### src/rtl/core/pim_pkg.sv
// ----------------------------------------------------------------------------
// pim_pkg
// Shared types and codes for the priority inheritance mutex core.
// ----------------------------------------------------------------------------
package pim_pkg;

	localparam int TASK_W          = 4;
	localparam int PRIO_W          = 5;
	localparam int NUM_TASKS_DEF   = 16;
	localparam int PRIO_LEVELS_DEF = 32;
	localparam int MAX_NEST_DEF    = 255;

	typedef enum logic [1:0] {
		ACT_LOCK   = 2'd0,
		ACT_UNLOCK = 2'd1,
		ACT_REMOVE = 2'd2,
		ACT_DELETE = 2'd3
	} action_t;

	typedef enum logic [2:0] {
		ST_OK          = 3'd0,
		ST_WOULD_BLOCK = 3'd1,
		ST_QUEUED      = 3'd2,
		ST_NOT_OWNER   = 3'd3,
		ST_NEST_OVF    = 3'd4,
		ST_NOT_WAITING = 3'd5
	} status_t;

	typedef struct packed {
		action_t             action;
		logic [TASK_W-1:0]   task_id;
		logic [PRIO_W-1:0]   task_priority;
		logic                no_wait;
	} req_t;

	// one wait queue entry
	typedef struct packed {
		logic [TASK_W-1:0] tid;
		logic [PRIO_W-1:0] prio;
	} waiter_t;

	typedef struct packed {
		status_t           status;
		logic              prio_change_valid;
		logic [TASK_W-1:0] prio_task;
		logic [PRIO_W-1:0] prio_value;
		logic              wake_valid;
		logic [TASK_W-1:0] wake_task;
		logic              wake_timed_out;
		logic              yield_hint;
		logic              last;
	} result_t;

endpackage

### src/rtl/core/pim_waitq_ram.sv
// ----------------------------------------------------------------------------
// pim_waitq_ram
// Wait queue storage: one write port, one read port, registered read data.
// ----------------------------------------------------------------------------
module pim_waitq_ram #(
	parameter int DEPTH = pim_pkg::NUM_TASKS_DEF,
	parameter int AW    = $clog2(DEPTH)
) (
	input  logic             clk,
	input  logic             we,
	input  logic [AW-1:0]    waddr,
	input  pim_pkg::waiter_t wdata,
	input  logic             re,
	input  logic [AW-1:0]    raddr,
	output pim_pkg::waiter_t rdata
);
	import pim_pkg::*;

	waiter_t mem_q [DEPTH];

	always_ff @(posedge clk) begin
		if (we) begin
			mem_q[waddr] <= wdata;
		end
	end

	always_ff @(posedge clk) begin
		if (re) begin
			rdata <= mem_q[raddr];
		end
	end

endmodule

### src/rtl/core/pim_seq.sv
// ----------------------------------------------------------------------------
// pim_seq
// Mutex sequencer: owner state, decode, and read-modify-write walks over the
// wait queue memory (sorted insert, unlink, head grant, release on delete).
// ----------------------------------------------------------------------------
module pim_seq #(
	parameter int NUM_TASKS   = pim_pkg::NUM_TASKS_DEF,
	parameter int PRIO_LEVELS = pim_pkg::PRIO_LEVELS_DEF,
	parameter int MAX_NEST    = pim_pkg::MAX_NEST_DEF,
	parameter int IDX_W       = $clog2(NUM_TASKS)
) (
	input  logic                 clk,
	input  logic                 arst_n,
	input  logic                 req_valid,
	output logic                 req_ready,
	input  pim_pkg::req_t        req,
	output logic                 res_valid,
	input  logic                 res_ready,
	output pim_pkg::result_t     res,
	output logic                 ram_we,
	output logic [IDX_W-1:0]     ram_waddr,
	output pim_pkg::waiter_t     ram_wdata,
	output logic                 ram_re,
	output logic [IDX_W-1:0]     ram_raddr,
	input  pim_pkg::waiter_t     ram_rdata
);
	import pim_pkg::*;

	localparam int CNT_W  = $clog2(NUM_TASKS + 1);
	localparam int NEST_W = $clog2(MAX_NEST + 1);
	localparam int PMAX   = PRIO_LEVELS - 1;
	localparam logic [PRIO_W-1:0] PRIO_TOP =
		(PMAX >= (1 << PRIO_W) - 1) ? {PRIO_W{1'b1}} : PMAX[PRIO_W-1:0];
	localparam logic [CNT_W-1:0]  CNT_FULL = CNT_W'(NUM_TASKS);
	localparam logic [NEST_W-1:0] NEST_TOP = MAX_NEST[NEST_W-1:0];
	localparam logic [NEST_W-1:0] NEST_ONE = NEST_W'(1);

	typedef enum logic [3:0] {
		S_IDLE,
		S_INS_RD,
		S_INS_CMP,
		S_INS_FIN,
		S_HEAD_RD,
		S_HEAD_USE,
		S_SHF_RD,
		S_SHF_WR,
		S_RM_RD,
		S_RM_CMP,
		S_DEL_RD,
		S_DEL_OUT,
		S_EMIT
	} state_t;

	state_t             state_q;
	logic               owned_q;
	logic [TASK_W-1:0]  owner_q;
	logic [NEST_W-1:0]  nest_q;
	logic [PRIO_W-1:0]  base_q;
	logic [PRIO_W-1:0]  eff_q;
	logic [CNT_W-1:0]   count_q;
	logic [IDX_W-1:0]   idx_q;
	logic [TASK_W-1:0]  req_tid_q;
	logic [PRIO_W-1:0]  req_prio_q;
	result_t            res_q;

	logic [PRIO_W-1:0]  prio_sat;
	logic [CNT_W-1:0]   idx_nx;
	logic               is_owner;
	logic               boost;
	logic               refuse;
	logic               ins_shift;
	logic               del_last;
	result_t            res_d;

	always_comb begin
		prio_sat  = (req.task_priority > PRIO_TOP) ? PRIO_TOP : req.task_priority;
		idx_nx    = CNT_W'(idx_q) + CNT_W'(1);
		is_owner  = owned_q && (owner_q == req.task_id);
		boost     = prio_sat < eff_q;
		refuse    = req.no_wait || (count_q == CNT_FULL);
		ins_shift = ram_rdata.prio > req_prio_q;
		del_last  = idx_nx == count_q;
	end

	// next value of the result register
	always_comb begin
		res_d = res_q;
		unique case (state_q)
			S_IDLE: begin
				if (req_valid) begin
					res_d      = '0;
					res_d.last = 1'b1;
					unique case (req.action)
						ACT_LOCK: begin
							if (is_owner) begin
								if (nest_q >= NEST_TOP) begin
									res_d.status = ST_NEST_OVF;
								end
							end else if (owned_q) begin
								if (boost) begin
									res_d.prio_change_valid = 1'b1;
									res_d.prio_task         = owner_q;
									res_d.prio_value        = prio_sat;
								end
								if (refuse) begin
									res_d.status = ST_WOULD_BLOCK;
								end else begin
									res_d.status = ST_QUEUED;
								end
							end
						end
						ACT_UNLOCK: begin
							if (!is_owner) begin
								res_d.status = ST_NOT_OWNER;
							end else if (nest_q <= NEST_ONE) begin
								res_d.prio_change_valid = 1'b1;
								res_d.prio_task         = owner_q;
								res_d.prio_value        = base_q;
							end
						end
						ACT_REMOVE: begin
							if (count_q == '0) begin
								res_d.status = ST_NOT_WAITING;
							end
						end
						ACT_DELETE: begin
							if (owned_q) begin
								res_d.prio_change_valid = 1'b1;
								res_d.prio_task         = owner_q;
								res_d.prio_value        = base_q;
							end
						end
						default: begin
						end
					endcase
				end
			end
			S_HEAD_USE: begin
				res_d.wake_valid = 1'b1;
				res_d.wake_task  = ram_rdata.tid;
				res_d.yield_hint = ram_rdata.prio < res_q.prio_value;
			end
			S_RM_CMP: begin
				if (ram_rdata.tid != req_tid_q && !(idx_nx < count_q)) begin
					res_d.status = ST_NOT_WAITING;
				end
			end
			S_DEL_OUT: begin
				if (res_ready) begin
					// restore rides on the first release only
					res_d.prio_change_valid = 1'b0;
					res_d.prio_task         = '0;
					res_d.prio_value        = '0;
				end
			end
			default: begin
			end
		endcase
	end

	// handshakes and memory port control
	always_comb begin
		req_ready = state_q == S_IDLE;
		res_valid = (state_q == S_EMIT) || (state_q == S_DEL_OUT);
		res       = res_q;
		if (state_q == S_DEL_OUT) begin
			res.wake_valid     = 1'b1;
			res.wake_task      = ram_rdata.tid;
			res.wake_timed_out = 1'b1;
			res.last           = del_last;
		end

		ram_we    = 1'b0;
		ram_waddr = idx_q;
		ram_wdata = '{tid: req_tid_q, prio: req_prio_q};
		ram_re    = 1'b0;
		ram_raddr = idx_q;

		unique case (state_q) inside
			S_IDLE: begin
				// first waiter goes straight into slot 0
				if (req_valid && req.action == ACT_LOCK && owned_q && !is_owner &&
				    !refuse && count_q == '0) begin
					ram_we    = 1'b1;
					ram_waddr = '0;
					ram_wdata = '{tid: req.task_id, prio: prio_sat};
				end
			end
			S_INS_RD, S_RM_RD, S_DEL_RD: begin
				ram_re = 1'b1;
			end
			S_INS_CMP: begin
				ram_we    = 1'b1;
				ram_waddr = IDX_W'(idx_nx);
				if (ins_shift) begin
					ram_wdata = ram_rdata;
				end
			end
			S_INS_FIN: begin
				ram_we    = 1'b1;
				ram_waddr = '0;
			end
			S_HEAD_RD: begin
				ram_re    = 1'b1;
				ram_raddr = '0;
			end
			S_SHF_RD: begin
				ram_re    = idx_nx < count_q;
				ram_raddr = IDX_W'(idx_nx);
			end
			S_SHF_WR: begin
				ram_we    = 1'b1;
				ram_wdata = ram_rdata;
			end
			default: begin
			end
		endcase
	end

	always_ff @(posedge clk or negedge arst_n) begin
		if (!arst_n) begin
			state_q    <= S_IDLE;
			owned_q    <= 1'b0;
			owner_q    <= '0;
			nest_q     <= '0;
			base_q     <= '0;
			eff_q      <= '0;
			count_q    <= '0;
			idx_q      <= '0;
			req_tid_q  <= '0;
			req_prio_q <= '0;
			res_q      <= '0;
		end else begin
			res_q <= res_d;
			unique case (state_q)
				S_IDLE: begin
					if (req_valid) begin
						req_tid_q  <= req.task_id;
						req_prio_q <= prio_sat;
						state_q    <= S_EMIT;
						unique case (req.action)
							ACT_LOCK: begin
								if (!owned_q) begin
									owned_q <= 1'b1;
									owner_q <= req.task_id;
									nest_q  <= NEST_ONE;
									base_q  <= prio_sat;
									eff_q   <= prio_sat;
								end else if (is_owner) begin
									if (nest_q < NEST_TOP) begin
										nest_q <= nest_q + NEST_ONE;
									end
								end else begin
									if (boost) begin
										eff_q <= prio_sat;
									end
									if (!refuse) begin
										if (count_q == '0) begin
											count_q <= CNT_W'(1);
										end else begin
											idx_q   <= IDX_W'(count_q - CNT_W'(1));
											state_q <= S_INS_RD;
										end
									end
								end
							end
							ACT_UNLOCK: begin
								if (is_owner) begin
									if (nest_q > NEST_ONE) begin
										nest_q <= nest_q - NEST_ONE;
									end else begin
										nest_q <= '0;
										eff_q  <= base_q;
										if (count_q != '0) begin
											state_q <= S_HEAD_RD;
										end else begin
											owned_q <= 1'b0;
										end
									end
								end
							end
							ACT_REMOVE: begin
								if (count_q != '0) begin
									idx_q   <= '0;
									state_q <= S_RM_RD;
								end
							end
							ACT_DELETE: begin
								if (owned_q) begin
									eff_q <= base_q;
								end
								if (count_q == '0) begin
									owned_q <= 1'b0;
									nest_q  <= '0;
								end else begin
									idx_q   <= '0;
									state_q <= S_DEL_RD;
								end
							end
							default: begin
							end
						endcase
					end
				end
				S_INS_RD: begin
					state_q <= S_INS_CMP;
				end
				S_INS_CMP: begin
					if (ins_shift) begin
						if (idx_q == '0) begin
							state_q <= S_INS_FIN;
						end else begin
							idx_q   <= idx_q - IDX_W'(1);
							state_q <= S_INS_RD;
						end
					end else begin
						count_q <= count_q + CNT_W'(1);
						state_q <= S_EMIT;
					end
				end
				S_INS_FIN: begin
					count_q <= count_q + CNT_W'(1);
					state_q <= S_EMIT;
				end
				S_HEAD_RD: begin
					state_q <= S_HEAD_USE;
				end
				S_HEAD_USE: begin
					owner_q <= ram_rdata.tid;
					nest_q  <= NEST_ONE;
					base_q  <= ram_rdata.prio;
					eff_q   <= ram_rdata.prio;
					idx_q   <= '0;
					state_q <= S_SHF_RD;
				end
				S_SHF_RD: begin
					if (idx_nx < count_q) begin
						state_q <= S_SHF_WR;
					end else begin
						count_q <= count_q - CNT_W'(1);
						state_q <= S_EMIT;
					end
				end
				S_SHF_WR: begin
					idx_q   <= IDX_W'(idx_nx);
					state_q <= S_SHF_RD;
				end
				S_RM_RD: begin
					state_q <= S_RM_CMP;
				end
				S_RM_CMP: begin
					if (ram_rdata.tid == req_tid_q) begin
						state_q <= S_SHF_RD;
					end else if (idx_nx < count_q) begin
						idx_q   <= IDX_W'(idx_nx);
						state_q <= S_RM_RD;
					end else begin
						state_q <= S_EMIT;
					end
				end
				S_DEL_RD: begin
					state_q <= S_DEL_OUT;
				end
				S_DEL_OUT: begin
					if (res_ready) begin
						if (del_last) begin
							owned_q <= 1'b0;
							nest_q  <= '0;
							count_q <= '0;
							state_q <= S_IDLE;
						end else begin
							idx_q   <= IDX_W'(idx_nx);
							state_q <= S_DEL_RD;
						end
					end
				end
				S_EMIT: begin
					if (res_ready) begin
						state_q <= S_IDLE;
					end
				end
				default: begin
					state_q <= S_IDLE;
				end
			endcase
		end
	end

endmodule

### src/rtl/core/priority_inheritance_mutex_core.sv
// ----------------------------------------------------------------------------
// priority_inheritance_mutex_core
// Recursive mutex with priority inheritance and a priority-sorted wait queue.
// ----------------------------------------------------------------------------
// One request item in, one result item out (delete gives one per released
// waiter, the final one marked by tlast). The block handles one request at a
// time. A queued lock into an empty queue writes slot 0 directly; otherwise
// it walks the queue from the tail, moving each entry of lower priority back
// by one slot. A final unlock with waiters grants the head and shifts the
// rest forward; a remove scans for its task and shifts the entries behind it
// forward; delete reads out one released waiter per result item. The walks
// go through the wait queue memory, which has one read port with a registered
// read, so each entry visited takes a read state and a compare/write state.
// Lower priority numbers are higher priority, equal priorities queue in
// arrival order, and priorities at or above PRIO_LEVELS are saturated to
// PRIO_LEVELS-1. A result waits in an output register until taken, so the
// downstream side may stall freely. The queue memory needs no clearing after
// reset: only entries below the waiter count are ever read.
// ----------------------------------------------------------------------------
module priority_inheritance_mutex_core #(
	parameter int NUM_TASKS   = pim_pkg::NUM_TASKS_DEF,
	parameter int PRIO_LEVELS = pim_pkg::PRIO_LEVELS_DEF,
	parameter int MAX_NEST    = pim_pkg::MAX_NEST_DEF
) (
	input  logic        clk,
	input  logic        arst_n,
	input  logic        s_axis_tvalid,
	output logic        s_axis_tready,
	// [1:0] action, [5:2] task_id, [10:6] task_priority, [11] no_wait
	input  logic [15:0] s_axis_tdata,
	output logic        m_axis_tvalid,
	input  logic        m_axis_tready,
	// [2:0] status, [3] prio_change_valid, [7:4] prio_task, [12:8] prio_value,
	// [13] wake_valid, [17:14] wake_task, [18] wake_timed_out, [19] yield_hint
	output logic [23:0] m_axis_tdata,
	output logic        m_axis_tlast
);
	import pim_pkg::*;

	localparam int IDX_W = $clog2(NUM_TASKS);

	req_t             req;
	logic             res_valid;
	logic             res_ready;
	result_t          res;
	logic             ram_we;
	logic [IDX_W-1:0] ram_waddr;
	waiter_t          ram_wdata;
	logic             ram_re;
	logic [IDX_W-1:0] ram_raddr;
	waiter_t          ram_rdata;

	logic             out_valid_q;
	result_t          out_q;

	// unpack the request item
	always_comb begin
		req.action        = action_t'(s_axis_tdata[1:0]);
		req.task_id       = s_axis_tdata[5:2];
		req.task_priority = s_axis_tdata[10:6];
		req.no_wait       = s_axis_tdata[11];
	end

	pim_seq #(
		.NUM_TASKS   (NUM_TASKS),
		.PRIO_LEVELS (PRIO_LEVELS),
		.MAX_NEST    (MAX_NEST),
		.IDX_W       (IDX_W)
	) u_seq (
		.clk       (clk),
		.arst_n    (arst_n),
		.req_valid (s_axis_tvalid),
		.req_ready (s_axis_tready),
		.req       (req),
		.res_valid (res_valid),
		.res_ready (res_ready),
		.res       (res),
		.ram_we    (ram_we),
		.ram_waddr (ram_waddr),
		.ram_wdata (ram_wdata),
		.ram_re    (ram_re),
		.ram_raddr (ram_raddr),
		.ram_rdata (ram_rdata)
	);

	pim_waitq_ram #(
		.DEPTH (NUM_TASKS),
		.AW    (IDX_W)
	) u_waitq (
		.clk   (clk),
		.we    (ram_we),
		.waddr (ram_waddr),
		.wdata (ram_wdata),
		.re    (ram_re),
		.raddr (ram_raddr),
		.rdata (ram_rdata)
	);

	// output register: slot frees when empty or being taken this cycle
	assign res_ready = !out_valid_q || m_axis_tready;

	always_ff @(posedge clk or negedge arst_n) begin
		if (!arst_n) begin
			out_valid_q <= 1'b0;
			out_q       <= '0;
		end else begin
			if (res_valid && res_ready) begin
				out_valid_q <= 1'b1;
				out_q       <= res;
			end else if (m_axis_tready) begin
				out_valid_q <= 1'b0;
			end
		end
	end

	// pack the result item
	assign m_axis_tvalid = out_valid_q;
	assign m_axis_tlast  = out_q.last;
	assign m_axis_tdata  = {
		4'b0000,
		out_q.yield_hint,
		out_q.wake_timed_out,
		out_q.wake_task,
		out_q.wake_valid,
		out_q.prio_value,
		out_q.prio_task,
		out_q.prio_change_valid,
		out_q.status
	};

endmodule

### config.mk
export PLATFORM = sky130hd
export DESIGN_NAME = priority_inheritance_mutex_core
export DESIGN_NICKNAME = d
export VERILOG_FILES = /design/src/rtl/core/pim_pkg.sv /design/src/rtl/core/pim_waitq_ram.sv /design/src/rtl/core/pim_seq.sv /design/src/rtl/core/priority_inheritance_mutex_core.sv
export SDC_FILE = /design/constraint.sdc
export NUM_CORES = 1
export LEC_CHECK = 0
export BUFFER_PORTS_ARGS = -buffer_cell sky130_fd_sc_hd__buf_2
export CAP_MARGIN = 10
export CORE_MARGIN = 4
export CORE_UTILIZATION = 35
export DETAILED_ROUTE_END_ITERATION = 10
export PLACE_DENSITY_LB_ADDON = 0.15
export REMOVE_ABC_BUFFERS = 1
export SYNTH_ARGS = -nofsm -noshare
export SYNTH_HDL_FRONTEND = slang
export SYNTH_SLANG_ARGS = --single-unit
### constraint.sdc
create_clock -name clk -period 3.2 [get_ports clk]
set_input_delay 0.16 -clock clk [delete_from_list [all_inputs] [get_ports clk]]
set_output_delay 0.16 -clock clk [all_outputs]
set_load 0.01 [all_outputs]
==> key figures <==
Run status
  • Status: completed

Route
  • Drt first pass iters: 5
  • Post-DR wirelength/cell: 19.03 µm
  • Via Count: 8794
  • Remaining routing DRC violations: 0
  • Post-DRT Antenna Nets: 0
  • Total routed wirelength: 31420 µm
  • DR iter-0 viols: 654
  • Vias/cell: 5.326

Yosys
  • Synth warn: 0
  • Mapped Area: 12230 µm²
  • FF+latch count, synth: 240
  • Mux contribution to synthesized area: 6.670%
  • Syn_area_per_cell: 11.30 µm²
  • Synth Area in Compound Gates: 16.02%
  • Gate Count Post-Synth: 1082
  • Yosys cell types: 78
  • Ys flop type: edfxtp_1
  • Synth Area in Simple Gates: 13.88%
  • Synth Area in Adders: 2.660%
  • Main combinational cell family by area after synthesis: compound AO/OA/AOI/OAI gates
  • Synth Area in XOR/XNOR: 1.146%
  • Post-synthesis sequential area ratio: 55.37%
  • FFs w/ async S/R, synth: 36.25%
  • Post-synth EDFFs: 153

CTS
  • Clock slew at reported path FFs: 0.06 ns
  • CTS sink count: 240
  • CTS Root Cell: clkbuf_16
  • Setup Fix Bufs, Post-CTS: 0
  • # H-tree levels: 1
  • Worst-Skew Late Latency: 0.56 ns
  • CTS buffer count: 28
  • TritonCTS clock tree: done
  • CTS Buffer Depth: 3

Setup path
  • Critical path type: register to register
  • Critical Path Fanout Max: 9
  • Critical Path AT: 3.26 ns
  • Worst endpoint required time: 3.43 ns
  • Family with the most delay on the worst path: simple AND/OR/NAND/NOR gates
  • Worst stage delay on the critical path: 0.48 ns
  • Crit path launch type: register
  • CP cell instances: inv_1, ha_1, nor4b_2, nand3b_1, nor4b_2, buf_4, buf_4, a211oi_1, o21ai_0, nor2_1
  • Critical Path Slowest Stage Cell: o21ai_0
  • CP Capture Type: register
  • CP Buf/Inv Count: 3
  • Reg2reg setup slack: 0.17 ns

Die
  • Die height: 194.9 µm
  • Die W: 194.9 µm
  • IO Count: 47
  • Core area: 34540 µm²
  • Die area: 38000 µm²
  • Initial core utilization: 35.41%
  • Count of standard-cell rows: 68

Cells and area
  • N_diodes: 0
  • Layout Nets: 1223
  • Area grow syn2layout: 17.23%
  • Most common cell after layout, fill and taps aside: edfxtp_1
  • Most frequent cells in the layout: edfxtp_1, nand2_1, dfrtp_1
  • Design Area, Final: 14340 µm²
  • Layout cell share with drive strength beyond 1: 17.39%

GRT
  • Vias in the first global route: 8644
  • Largest net degree at the start of global routing: 64
  • First-pass GRT wire length: 50000 µm
  • Antenna violations before repair: 0
  • Gr usage total: 16.13%
  • Grt total ovfl: 0

Timing
  • Setup tns final: 0 ns
  • Slew HR: 36.56%
  • Layout Skew: 0.01805 ns
  • Worst-margin pin slew: 0.9516 ns
  • Final period util: 94.84%
  • Maximum clock rate: 329.5 MHz
  • Final Hold Vio Count: 0
  • Minimum clock period after layout: 3.035 ns
  • RSZ-0062 raised after global routing: true
  • Max-slew violation count: 0
  • Final setup fails: 0

Placed design
  • Port Buffers: 38
  • Dpl cell area: 13340 µm²
  • Final HPWL DP: 22740 µm
  • GPL Wtd Cong: 0.8791

Power and ir drop
  • Pwr Density: 982.2 nW/µm²
  • Maximum VDD drop: 0.0005135 V
  • Pwr Total: 14.08 mW
  • Static Leak: 5.733 nW

Worst hold path
  • Worst min path class: primary input to register

Job
  • Max_cap viols: 0
==> cells in the mapped netlist, drive strengths merged (21+ instances only) <==
cell type	number	area share, %
a211oi	61	4.1
a21oi	36	1.5
buf	34	2.0
clkbuf	36	1.1
dfrtp	87	18
edfxtp	153	38
ha	26	2.7
inv	38	1.2
mux2i	62	5.1
nand2	120	3.7
nand3	21	0.90
nor2	51	1.6
nor2b	45	2.3
o21ai	72	3.0
==> per-layer routing <==
metal	vias to the layer above	GRT usage (%)	part of all wire, %
met5	-	0	0
met3	48	2.305	4.3
li1	4239	-	-
met4	0	3.879	2.2
met2	217	25.86	47
met1	4290	23.24	47
==> tightest hold or removal path: stages <==
cell and delay, ns:
buf_2 0.09, nor2b_1 0.10, nand3_1 0.13, a32oi_1 0.07
==> registers in the layout (all words and copies together) (netlist names), 5 cells and up <==
register and count:
m_axis_tdata 20, u_seq.base_q 5, u_seq.count_q 5, u_seq.eff_q 5
u_seq.nest_q 8, u_seq.req_prio_q 5, u_seq.res 14, u_seq.res_q 6
u_waitq.mem_q 144, u_waitq.rdata 9
==> stage by stage <==
step	hold WS [ns]	setup slack (ns)	util, %	cells
2_1_floorplan	-0.1356	-0.5275	-	1015
3_3_place_gp	0.2305	0.1047	38.62	1591
3_5_place_dp	0.2358	0.06090	38.62	1591
4_1_cts	0.02198	0.05134	41.49	1651
5_1_grt	0.06485	-0.06743	41.51	1651
6_report	0.05346	0.1651	41.51	1651
==> cell type report <==
| type | instances | area, µm² |
|---|---|---|
| multi-input cells | 737 | 4974 |
| clock buffers | 35 | 748.2 |
| flip-flops and latches | 240 | 6771 |
| repair buffers | 132 | 1001 |
| well taps | 455 | 569.3 |
| inverters | 38 | 142.6 |
| fillers | 3317 | 20210 |
| clock inverters | 14 | 131.4 |
==> final timing paths <==
kind / start / endpoint / depth (start not counted)
min: m_axis_tready / u_seq.state_q[3] / 4
max: u_seq.count_q[1] / u_waitq.mem_q[7][8] / 10
min reg2reg: u_seq.res[11] / u_seq.res[11] / 2
max reg2reg: u_seq.count_q[1] / u_waitq.mem_q[7][8] / 10
max in group asynchronous: arst_n / u_seq.idx_q[0] / 3
min in group asynchronous: arst_n / u_seq.nest_q[2] / 2
==> repair_timing <==
action                                  4_1_cts  5_1_grt
hold buffers                                 11        0
hold endpoints to repair                     66        0
resized for setup                             0        3
endpoints found under the setup margin        0       47
==> cell families (layout without fill, tap and decap cells) <==
family                   count (synthesis)  in the layout
AND/OR/NAND/NOR                        330            330
buffers and inverters                  108            219
AO/OA/AOI/OAI                          282            282
adder cells (fa/ha/maj)                 26             26
flip-flops                             240            240
XOR/XNOR                                16             16
multiplexers                            79             79
other                                    1              4
==> where the power goes <==
part / total (mW) / internal (mW) / leakage [nW] / switching [mW]
registers: 4.86 / 4.38 / 2.52 / 0.475
clock network: 3.04 / 1.74 / 0.421 / 1.29
logic: 6.19 / 2.47 / 2.79 / 3.72
Power figures use the tool's default switching activity.
